[src/rtl/core/dssd_pkg.sv]
// ---------------------------------------------------------------------------
// dssd_pkg
// Shared types, constants and lookup functions for the decimal
// seven-segment scanner.
// ---------------------------------------------------------------------------
package dssd_pkg;

    localparam int VALUE_W         = 16;
    localparam int DIGIT_W         = 4;
    localparam int DIGIT_COUNT     = 5;
    localparam int BCD_W           = DIGIT_W * DIGIT_COUNT;
    localparam int STEPS_PER_STAGE = 4;
    localparam int STAGE_COUNT     = VALUE_W / STEPS_PER_STAGE;
    localparam int SEL_W           = 8;
    localparam int SEG_W           = 7;
    localparam int IDX_W           = $clog2(DIGIT_COUNT);

    localparam logic [IDX_W-1:0] LAST_IDX = IDX_W'(DIGIT_COUNT - 1);

    typedef logic [IDX_W-1:0]   t_digit_idx;
    typedef logic [DIGIT_W-1:0] t_digit;

    // Double-dabble working word: BCD accumulator and the bits not yet shifted in
    typedef struct packed {
        logic [BCD_W-1:0]   bcd;
        logic [VALUE_W-1:0] bin;
    } t_dab;

    // Common-cathode segment pattern, bit0 = a .. bit6 = g
    function automatic logic [SEG_W-1:0] seg_of(input t_digit d);
        logic [SEG_W-1:0] s;
        begin
            unique case (d)
                4'd0:    s = 7'h3f;
                4'd1:    s = 7'h06;
                4'd2:    s = 7'h5b;
                4'd3:    s = 7'h4f;
                4'd4:    s = 7'h66;
                4'd5:    s = 7'h6d;
                4'd6:    s = 7'h7d;
                4'd7:    s = 7'h07;
                4'd8:    s = 7'h7f;
                4'd9:    s = 7'h6f;
                default: s = 7'h00;
            endcase
            return s;
        end
    endfunction

    // Active-low position select, display positions four to eight
    function automatic logic [SEL_W-1:0] pos_of(input t_digit_idx k);
        logic [SEL_W-1:0] p;
        begin
            unique case (k)
                3'd0:    p = 8'hf7;
                3'd1:    p = 8'hef;
                3'd2:    p = 8'hdf;
                3'd3:    p = 8'hbf;
                3'd4:    p = 8'h7f;
                default: p = 8'hff;
            endcase
            return p;
        end
    endfunction

endpackage

[src/rtl/core/dssd_in_if.sv]
// ---------------------------------------------------------------------------
// dssd_in_if
// Input channel: one 16-bit value per transaction.
// ---------------------------------------------------------------------------
interface dssd_in_if;
    import dssd_pkg::*;

    logic               valid;
    logic               ready;
    logic [VALUE_W-1:0] value;

    modport source (output valid, output value, input ready);
    modport sink   (input valid, input value, output ready);
endinterface

[src/rtl/core/dssd_out_if.sv]
// ---------------------------------------------------------------------------
// dssd_out_if
// Output channel: one display digit per transaction.
// ---------------------------------------------------------------------------
interface dssd_out_if;
    import dssd_pkg::*;

    logic             valid;
    logic             ready;
    logic [SEL_W-1:0] digit_select;
    logic [SEG_W-1:0] segments;
    logic             last_digit;

    modport source (output valid, output digit_select, output segments,
                    output last_digit, input ready);
    modport sink   (input valid, input digit_select, input segments,
                    input last_digit, output ready);
endinterface

[src/rtl/core/decimal_seven_segment_scanner.sv]
// Path: the first digit transaction of a value is offered once the value has passed
// the four converter stages and then the digit hold register.
// Flow: the single output channel carries five digit transactions per value and so
// sets the value rate; the converter pipeline takes a value every cycle unless stalled.
// Reset: synchronous active low, clears all valid bits; ready is high once reset
// has emptied the stages.
// ---------------------------------------------------------------------------
// decimal_seven_segment_scanner
// Converts a 16-bit value to five decimal digits and emits them as
// digit-select / seven-segment transactions for an eight-digit display.
// ---------------------------------------------------------------------------
module decimal_seven_segment_scanner (
    input  logic       i_clk,
    input  logic       i_rst_n,
    dssd_in_if.sink    i_in,
    dssd_out_if.source o_out
);
    import dssd_pkg::*;

    logic s_valid [STAGE_COUNT+1];
    logic s_ready [STAGE_COUNT+1];
    t_dab s_data  [STAGE_COUNT+1];

    // Pipeline entry: empty BCD accumulator, value to shift in
    assign s_valid[0]  = i_in.valid;
    assign s_data[0]   = '{bcd: '0, bin: i_in.value};
    assign i_in.ready  = s_ready[0];

    // Binary-to-BCD converter stages
    for (genvar g = 0; g < STAGE_COUNT; g++) begin : g_stage
        dssd_dabble_stage u_stage (
            .i_clk   (i_clk),
            .i_rst_n (i_rst_n),
            .i_valid (s_valid[g]),
            .o_ready (s_ready[g]),
            .i_data  (s_data[g]),
            .o_valid (s_valid[g+1]),
            .i_ready (s_ready[g+1]),
            .o_data  (s_data[g+1])
        );
    end

    // Digit serializer and display encoder
    dssd_serializer u_ser (
        .i_clk   (i_clk),
        .i_rst_n (i_rst_n),
        .i_valid (s_valid[STAGE_COUNT]),
        .o_ready (s_ready[STAGE_COUNT]),
        .i_data  (s_data[STAGE_COUNT]),
        .o_out   (o_out)
    );

    // A value's digits follow one another until the ones digit
    a_digits_continue: assert property (@(posedge i_clk) disable iff (!i_rst_n)
        o_out.valid && o_out.ready && !o_out.last_digit |=> o_out.valid)
        else $error("digit sequence broken before ones digit");

    // Exactly one display position selected
    a_one_position: assert property (@(posedge i_clk) disable iff (!i_rst_n)
        o_out.valid |-> $onehot(~o_out.digit_select))
        else $error("digit select not one-cold");

    // Ones flag on the eighth position only
    a_last_position: assert property (@(posedge i_clk) disable iff (!i_rst_n)
        o_out.valid |-> (o_out.last_digit == (o_out.digit_select == 8'h7f)))
        else $error("last flag and position disagree");

    // Ten-thousands digit stays within 0 to 6
    a_top_digit: assert property (@(posedge i_clk) disable iff (!i_rst_n)
        o_out.valid && (o_out.digit_select == 8'hf7) |->
            (o_out.segments == 7'h3f) || (o_out.segments == 7'h06) ||
            (o_out.segments == 7'h5b) || (o_out.segments == 7'h4f) ||
            (o_out.segments == 7'h66) || (o_out.segments == 7'h6d) ||
            (o_out.segments == 7'h7d))
        else $error("ten-thousands digit out of range");

endmodule

[src/rtl/core/dssd_dabble_stage.sv]
// ---------------------------------------------------------------------------
// dssd_dabble_stage
// One pipeline stage of the binary-to-BCD converter: a few shift/add-3
// steps followed by a stage register with valid/ready flow control.
// ---------------------------------------------------------------------------
module dssd_dabble_stage (
    input  logic           i_clk,
    input  logic           i_rst_n,
    input  logic           i_valid,
    output logic           o_ready,
    input  dssd_pkg::t_dab i_data,
    output logic           o_valid,
    input  logic           i_ready,
    output dssd_pkg::t_dab o_data
);
    import dssd_pkg::*;

    logic r_valid;
    t_dab r_data;
    t_dab n_data;

    // Shift/add-3 steps of this stage
    always_comb begin
        n_data = i_data;
        for (int k = 0; k < STEPS_PER_STAGE; k++) begin
            for (int d = 0; d < DIGIT_COUNT; d++) begin
                if (n_data.bcd[d*DIGIT_W +: DIGIT_W] >= 4'd5) begin
                    n_data.bcd[d*DIGIT_W +: DIGIT_W] =
                        n_data.bcd[d*DIGIT_W +: DIGIT_W] + 4'd3;
                end
            end
            n_data.bcd = {n_data.bcd[BCD_W-2:0], n_data.bin[VALUE_W-1]};
            n_data.bin = {n_data.bin[VALUE_W-2:0], 1'b0};
        end
    end

    // Stage register advances when empty or when downstream takes it
    assign o_ready = !r_valid || i_ready;

    always_ff @(posedge i_clk) begin
        if (!i_rst_n) begin
            r_valid <= 1'b0;
        end else if (o_ready) begin
            r_valid <= i_valid;
        end
    end

    always_ff @(posedge i_clk) begin
        if (o_ready && i_valid) begin
            r_data <= n_data;
        end
    end

    assign o_valid = r_valid;
    assign o_data  = r_data;

endmodule

[src/rtl/core/dssd_serializer.sv]
// ---------------------------------------------------------------------------
// dssd_serializer
// Holds the five BCD digits of one value and emits them as display
// transactions, most significant first, with the ones digit flagged.
// ---------------------------------------------------------------------------
module dssd_serializer (
    input  logic           i_clk,
    input  logic           i_rst_n,
    input  logic           i_valid,
    output logic           o_ready,
    input  dssd_pkg::t_dab i_data,
    dssd_out_if.source     o_out
);
    import dssd_pkg::*;

    logic       r_valid;
    t_digit_idx r_idx;
    t_digit     r_digits [DIGIT_COUNT];
    logic       out_fire;
    logic       at_last;

    assign at_last  = (r_idx == LAST_IDX);
    assign out_fire = r_valid && o_out.ready;
    assign o_ready  = !r_valid || (o_out.ready && at_last);

    // Control: load a new value after the last digit leaves
    always_ff @(posedge i_clk) begin
        if (!i_rst_n) begin
            r_valid <= 1'b0;
            r_idx   <= '0;
        end else if (o_ready) begin
            r_valid <= i_valid;
            r_idx   <= '0;
        end else if (out_fire) begin
            r_idx <= r_idx + t_digit_idx'(1);
        end
    end

    // Digit hold register, ten-thousands digit in slot zero
    always_ff @(posedge i_clk) begin
        if (o_ready && i_valid) begin
            for (int k = 0; k < DIGIT_COUNT; k++) begin
                r_digits[k] <= i_data.bcd[(DIGIT_COUNT-1-k)*DIGIT_W +: DIGIT_W];
            end
        end
    end

    // Display encoding of the current digit
    assign o_out.valid        = r_valid;
    assign o_out.digit_select = pos_of(r_idx);
    assign o_out.segments     = seg_of(r_digits[r_idx]);
    assign o_out.last_digit   = at_last;

endmodule

[src/flat_wrapper.sv]
// flat-port wrapper written by rule: the top's interface ports become plain ports
module decimal_seven_segment_scanner_flat import dssd_pkg::*;
  (i_clk, i_rst_n, i_in_valid, i_in_value, i_in_ready, o_out_valid, o_out_digit_select, o_out_segments, o_out_last_digit, o_out_ready);
  dssd_in_if i_in_i ();
  dssd_out_if o_out_i ();
  input  logic i_clk;
  input  logic i_rst_n;
  input wire logic [$bits(i_in_i.valid)-1:0] i_in_valid;
  input wire logic [$bits(i_in_i.value)-1:0] i_in_value;
  output wire logic [$bits(i_in_i.ready)-1:0] i_in_ready;
  output wire logic [$bits(o_out_i.valid)-1:0] o_out_valid;
  output wire logic [$bits(o_out_i.digit_select)-1:0] o_out_digit_select;
  output wire logic [$bits(o_out_i.segments)-1:0] o_out_segments;
  output wire logic [$bits(o_out_i.last_digit)-1:0] o_out_last_digit;
  input wire logic [$bits(o_out_i.ready)-1:0] o_out_ready;
  assign i_in_i.valid = i_in_valid;
  assign i_in_i.value = i_in_value;
  assign i_in_ready = i_in_i.ready;
  assign o_out_valid = o_out_i.valid;
  assign o_out_digit_select = o_out_i.digit_select;
  assign o_out_segments = o_out_i.segments;
  assign o_out_last_digit = o_out_i.last_digit;
  assign o_out_i.ready = o_out_ready;
  decimal_seven_segment_scanner u_core (.i_clk(i_clk), .i_rst_n(i_rst_n), .i_in(i_in_i), .o_out(o_out_i));
endmodule
[config.mk]
export PLATFORM = sky130hd
export DESIGN_NAME = decimal_seven_segment_scanner_flat
export DESIGN_NICKNAME = d
export VERILOG_FILES = /design/src/rtl/core/dssd_pkg.sv /design/src/rtl/core/dssd_in_if.sv /design/src/rtl/core/dssd_out_if.sv /design/src/rtl/core/decimal_seven_segment_scanner.sv /design/src/rtl/core/dssd_dabble_stage.sv /design/src/rtl/core/dssd_serializer.sv /design/src/flat_wrapper.sv
export SDC_FILE = /design/constraint.sdc
export NUM_CORES = 1
export LEC_CHECK = 0
export ABC_CLOCK_PERIOD_IN_PS = 3300
export BUFFER_PORTS_ARGS = -buffer_cell sky130_fd_sc_hd__clkbuf_2
export CORE_ASPECT_RATIO = 1.5
export CORE_MARGIN = 4
export CORE_UTILIZATION = 58
export CTS_BUF_LIST = sky130_fd_sc_hd__clkbuf_4
export DETAILED_ROUTE_END_ITERATION = 7
export PLACE_DENSITY = 0.79
export SLEW_MARGIN = 5
export SYNTH_ARGS = -nofsm -noshare
export SYNTH_HDL_FRONTEND = slang
export SYNTH_SLANG_ARGS = --single-unit
export TNS_END_PERCENT = 1
[constraint.sdc]
create_clock -name i_clk -period 3.3 [get_ports i_clk]
set_input_delay 0.495 -clock i_clk [delete_from_list [all_inputs] [get_ports i_clk]]
set_output_delay 0.495 -clock i_clk [all_outputs]
set_load 0.1 [all_outputs]
Word level (Yosys, flattened, before mapping)
Memories as Yosys holds them, arrays and structs flattened. A register that Yosys moved wholly into a read port is not among the register bits.
Cells that the tools add are included.
- register bits: 104
- RAM bits: 20
- memory bits (read-only): 112
- output and inout bits: 18
- logic and storage cells: 241
- memories kept: 2
- add/sub/neg operators: 66
- $lt $le $gt $ge: 65
- equality and inequality tests: 4
- multiplexer cells: 70
- bitwise gates (word level): 1
- reduce and logical (&&, ||, !) cells: 19
- memory list (name ; words ; bits a word ; read ports ; clocked after memory_dff ; write ports ; line ; RTL):
    (no name shown) ; 16 ; 7 ; 1 ; 0 ; 0 ; dssd_pkg.sv:33 ; unique case (d)
    u_core.u_ser.r_digits ; 5 ; 4 ; 1 ; 1 ; 5 ; dssd_serializer.sv:18 ; t_digit r_digits [DIGIT_COUNT];
- operators with widths (kind ; number):
    $ge 4x3->1 const B ; 60
    $add 4x2->4 const B ; 50
    $mux 4 ; 50
    $mux 3 ; 16
    $pmux 8 s5 ; 1
    $add 3x2->3 const B ; 10
    $add 1x2->3 const AB ; 4
    $ge 1x3->1 const AB ; 4
    $logic_and 1x1->1 ; 7
    $eq 3x2->1 const B ; 2
    $logic_not 1->1 ; 5
    $logic_or 1x1->1 ; 5
    $add 1x2->3 const B ; 1
    $add 3x1->3 const B ; 1
    $eq 3x1->1 const B ; 1
    $eq 3x3->1 const B ; 1
    $ge 1x3->1 const B ; 1
    $logic_not 3->1 ; 1
    $mux 1 ; 3
    $reduce_or 2->1 ; 1
    $not 1->1 ; 1

Logic depth before layout (Yosys ltp)
- depth in word-level cells: 8
- gate-level depth with buffers: 19

By module
From an unflattened synthesis, not the netlist that was laid out.
- cells, all modules: 1801
- area, all modules: 15169.5 um^2
- modules (own cells, without submodules) (module ; times used ; cells an instance ; area each (um^2) ; seq. area each (um^2)):
    dssd_dabble_stage ; 4 ; 422 ; 3452.1 ; 980.9
    dssd_serializer ; 1 ; 112 ; 1357.6 ; 740.7
    decimal_seven_segment_scanner ; 1 ; 1 ; 3.8 ; 0.0

Worst setup path after synthesis
No wires, ideal clock.
- kind: register to register
- from: reg u_core.u_ser.r_idx[0]
- to: reg u_core.g_stage[1].u_stage.r_data, in the netlist u_core.g_stage[1].u_stage.o_data[10] (enable)
- setup time: 0.421 ns
- arrival: 3.853 ns
- data required time: 2.879 ns
- slack: -0.974 ns
- stages on the path, launching flop included: 9
- clock period less this slack: 4.274 ns
- cell sequence: dfxtp_1 -> inv_1 -> ha_1 -> and2_1 -> clkbuf_1 -> a21boi_0 -> and3_1 -> clkbuf_1 -> a21boi_0
- word-level cells in the longest chain between the ends: 7
- RTL lines (what ; line ; RTL):
    from (decl) ; dssd_serializer.sv:17 ; t_digit_idx r_idx;
    from (signal assigned) ; dssd_serializer.sv:35 ; r_idx <= r_idx + t_digit_idx'(1);
    $eq 3x3->1 ; dssd_serializer.sv:22 ; assign at_last = (r_idx == LAST_IDX);
    net o_out_last_digit ; flat_wrapper.sv:14 ; output wire logic [$bits(o_out_i.last_digit)-1:0] o_out_last_digit;
    $logic_and 1x1->1 ; dssd_serializer.sv:24 ; assign o_ready = !r_valid || (o_out.ready && at_last);
    $logic_or 1x1->1 ; dssd_serializer.sv:24 ;
    $logic_or 1x1->1 (3 in a row) ; dssd_dabble_stage.sv:38 ; assign o_ready = !r_valid || i_ready;
    $logic_and 1x1->1 ; dssd_dabble_stage.sv:49 ; if (o_ready && i_valid) begin
    to (signal assigned) ; dssd_dabble_stage.sv:50 ; r_data <= n_data;
    to (decl) ; dssd_dabble_stage.sv:19 ; t_dab r_data;
The timed path passes the listed nets, and every way through them passes these cells.
A chain may end at the register's enable or synchronous reset.

==> results.cfg <==
[clocking]
clk_latency_ns = 0.48
hold_buffers = 0
cts_tree = built
cts_made_buffers = 9
htree_levels = 3
cts_root_buf = clkbuf_4
clkSlewWorstSetupHoldPaths_ns = 0.17
clock_path_buffers = 2
clock-sinks = 105

[sta]
period_minus_slack_ns = 3.38
setup_ws_ns = -0.0815
slew_viol_final = 0
finalSetupViolations = 5
period_share = 1.02
worst_pin_slew_ns = 1.06
fin_skew_ns = 0.0166
slew_headroom = 0.291
grt_setup_unrepaired = true
fmax_mhz = 296
hold_viol_final = 0

[synthesis]
synthCells = 811
synth_edf_count = 94
synthArstFlopShare = 0
synthDistinctLibCells = 78
ys_seq_area_frac = 0.399
yosys.area.top_type_share = 0.370
synth_warnings = 0
mappedNetlistArea_mm2 = 0.00762
synth_ff_type = edfxtp_1
yosysTopAreaCell = edfxtp_1
avgSynthCellArea_um2 = 9.40
synthTopCellsByArea = edfxtp_1 37%, ha_1 7.4%, a21oi_1 4.5%
ys_ff_latch = 105

[worst_setup_path]
worstSetupStartpointType = register
path_class = reg -> reg
required_ns = 3.54
critPathCaptureType = register
cp_max_fo = 5
rr_worst_depth = 16
crit_arrival_ns = 3.62

[placement]
placed_area_mm2 = 0.00843
place.gp.congestion = 0.866
dp_cells = 1039
numPortBuffers = 34
dp_hpwl_mm = 12.3

[routing]
drt_iter0_markers = 374
drc = 0
first_pass_iters = 5
wl_per_cell_um = 16.3
vias_per_cell = 6.18
ant_nets = 0
routed_wl_mm = 17.7
route.vias.total = 6696

[floorplanning]
num_rows = 51
initial_core_util = 0.588
die_w_um = 102
ios = 38
core-area_mm2 = 0.0130
design.die.area_mm2 = 0.0151
die_height_um = 148

[global_route]
antenna_found_initial = 1
grt_pass1_vias = 6368
grt_max_degree = 22
grt_overflow = 0
grt_util_all_layers = 0.220
grt_pass1_wl_mm = 27.6

[layout]
final-seq-area_mm2 = 0.00305
stdcell_area_mm2 = 0.00925
multi_input_area_mm2 = 0.00472
fin_cells = 1083
final_common_cell = edfxtp_1
fin_nets = 983
drive_gt1_frac = 0.290
syn_to_final_growth_pct = 21.4
layout_common_cells = 94 x edfxtp_1, 92 x buf_4, 59 x nor2_1
fillers = 907

[power]
leakagePower_nw = 3.59
internal_power_mw = 3.84
vdd_drop_max_uv = 520
p_seq_frac = 0.271
power.clock.fraction = 0.106
power.density_mw_per_mm2 = 710
p_comb_frac = 0.623
p_switching_mw = 2.73
swShare = 0.416

[run]
cap_violations = 0

[worst_hold_path]
hold_path_depth = 1
hold_class = in -> reg

[status]
status = finished with violations
violations = negative setup slack
## final timing paths
check | startpoint | end | slack, ns
setup / recovery | u_core.g_stage[0].u_stage.o_data[16] | u_core.g_stage[1].u_stage.o_data[22] | -0.08
hold / removal | i_in_value[12] | u_core.g_stage[0].u_stage.o_data[16] | 0.17
setup reg to reg | u_core.g_stage[0].u_stage.o_data[16] | u_core.g_stage[1].u_stage.o_data[22] | -0.08
hold reg to reg | u_core.g_stage[1].u_stage.o_data[10] | u_core.g_stage[2].u_stage.o_data[14] | 0.44
## synthesized netlist by cell type, types with 10 or more instances
cell type and count:
o21ai_0 62, edfxtp_1 94, xnor2_1 27, nand3_1 13, inv_1 50, a211oi_1 13, ha_1 45, mux2i_1 21
o31ai_1 10, o22ai_1 15, a31oi_1 16, clkbuf_1 20, a21oi_1 68, nor2_1 63, nand2b_1 21, mux2_2 12
o21a_1 11, nor3_1 22, nand2_1 58, dfxtp_1 11
## critical path: stages (launching register included)
cell and delay (ns):
edfxtp_1 0.48, ha_2 0.22, nand2b_1 0.19, a21oi_2 0.23
buf_4 0.15, mux2i_2 0.28, nand2_1 0.19, mux2i_4 0.24
inv_1 0.08, nand2_1 0.07, ha_2 0.22, a21oi_4 0.19
nor2_1 0.11, a21oi_2 0.18, nor2_1 0.09, o21ai_1 0.13
o31ai_1 0.09
## timing repair
item,CTS,global route
pin swaps,9,28
setup endpoints to repair,32,37
buffers inserted,13,14
gates resized for setup,33,93
## flip-flops by register name, indices dropped and copies added (netlist names), named ones only
signal / cells
u_core.u_ser.r_idx: 3
u_core.u_ser.r_digits: 20
u_core.g_stage.u_stage.o_data: 74
u_core.g_stage.u_stage.o_valid: 4
u_core.u_ser.o_out.valid: 1
## through the flow
| step | utilization | setup TNS [ns] | power (mW) | hold slack, ns | setup slack, ns |
|---|---|---|---|---|---|
| after floorplan | - | -3.08 | 4.19 | 0.400 | -0.376 |
| after global placement | 0.651 | 0 | 4.85 | 0.400 | 0.00809 |
| after detailed placement | 0.651 | -2.78 | 5.11 | 0.405 | -0.220 |
| after CTS | 0.680 | -0.0692 | 5.98 | 0.153 | -0.0259 |
| after global routing | 0.714 | -3.21 | 7.03 | 0.130 | -0.236 |
| final | 0.714 | -0.244 | 6.57 | 0.169 | -0.0815 |
## power by group through the flow
| stage | registers, mW | clock network [mW] | logic (mW) |
|---|---|---|---|
| detailed placement | 1.80 | 0 | 3.32 |
| global placement | 1.79 | 0 | 3.06 |
| floorplan | 1.77 | 0 | 2.42 |
| global route | 1.79 | 0.768 | 4.47 |
| finish | 1.78 | 0.699 | 4.09 |
| CTS | 1.77 | 0.714 | 3.50 |
## cell families (layout without fill, tap and decap cells)
kind of cell | after synthesis | count (layout) | synth area share
compound gates | 273 | 273 | 0.233
simple gates | 233 | 233 | 0.152
flops | 105 | 105 | 0.399
buf+inv | 84 | 194 | 0.0446
fa+ha+maj | 45 | 45 | 0.0739
mux | 38 | 38 | 0.0589
xor+xnor | 32 | 32 | 0.0378
other cells | 1 | 4 | 0.000492
## per-layer routing
layer / wire (µm) / GRT usage / vias up
met4: 471 / 0.0705 / 0
met2: 10100 / 0.435 / 242
met3: 681 / 0.0319 / 48
li1: - / - / 3242
met5: 0 / 0 / -
met1: 6410 / 0.231 / 3164
## cell type report
| class | instances | area share |
|---|---|---|
| Timing Repair Buffer | 126 | 0.102 |
| Multi-Input combinational cell | 624 | 0.510 |
| Clock inverter | 7 | 0.00839 |
| Inverter | 52 | 0.0211 |
| Sequential cell | 105 | 0.329 |
| Clock buffer | 9 | 0.00730 |
| Antenna cell | 1 | 0.000271 |
| Tap cell | 159 | 0.0215 |
(Power assumes the default switching activity.)
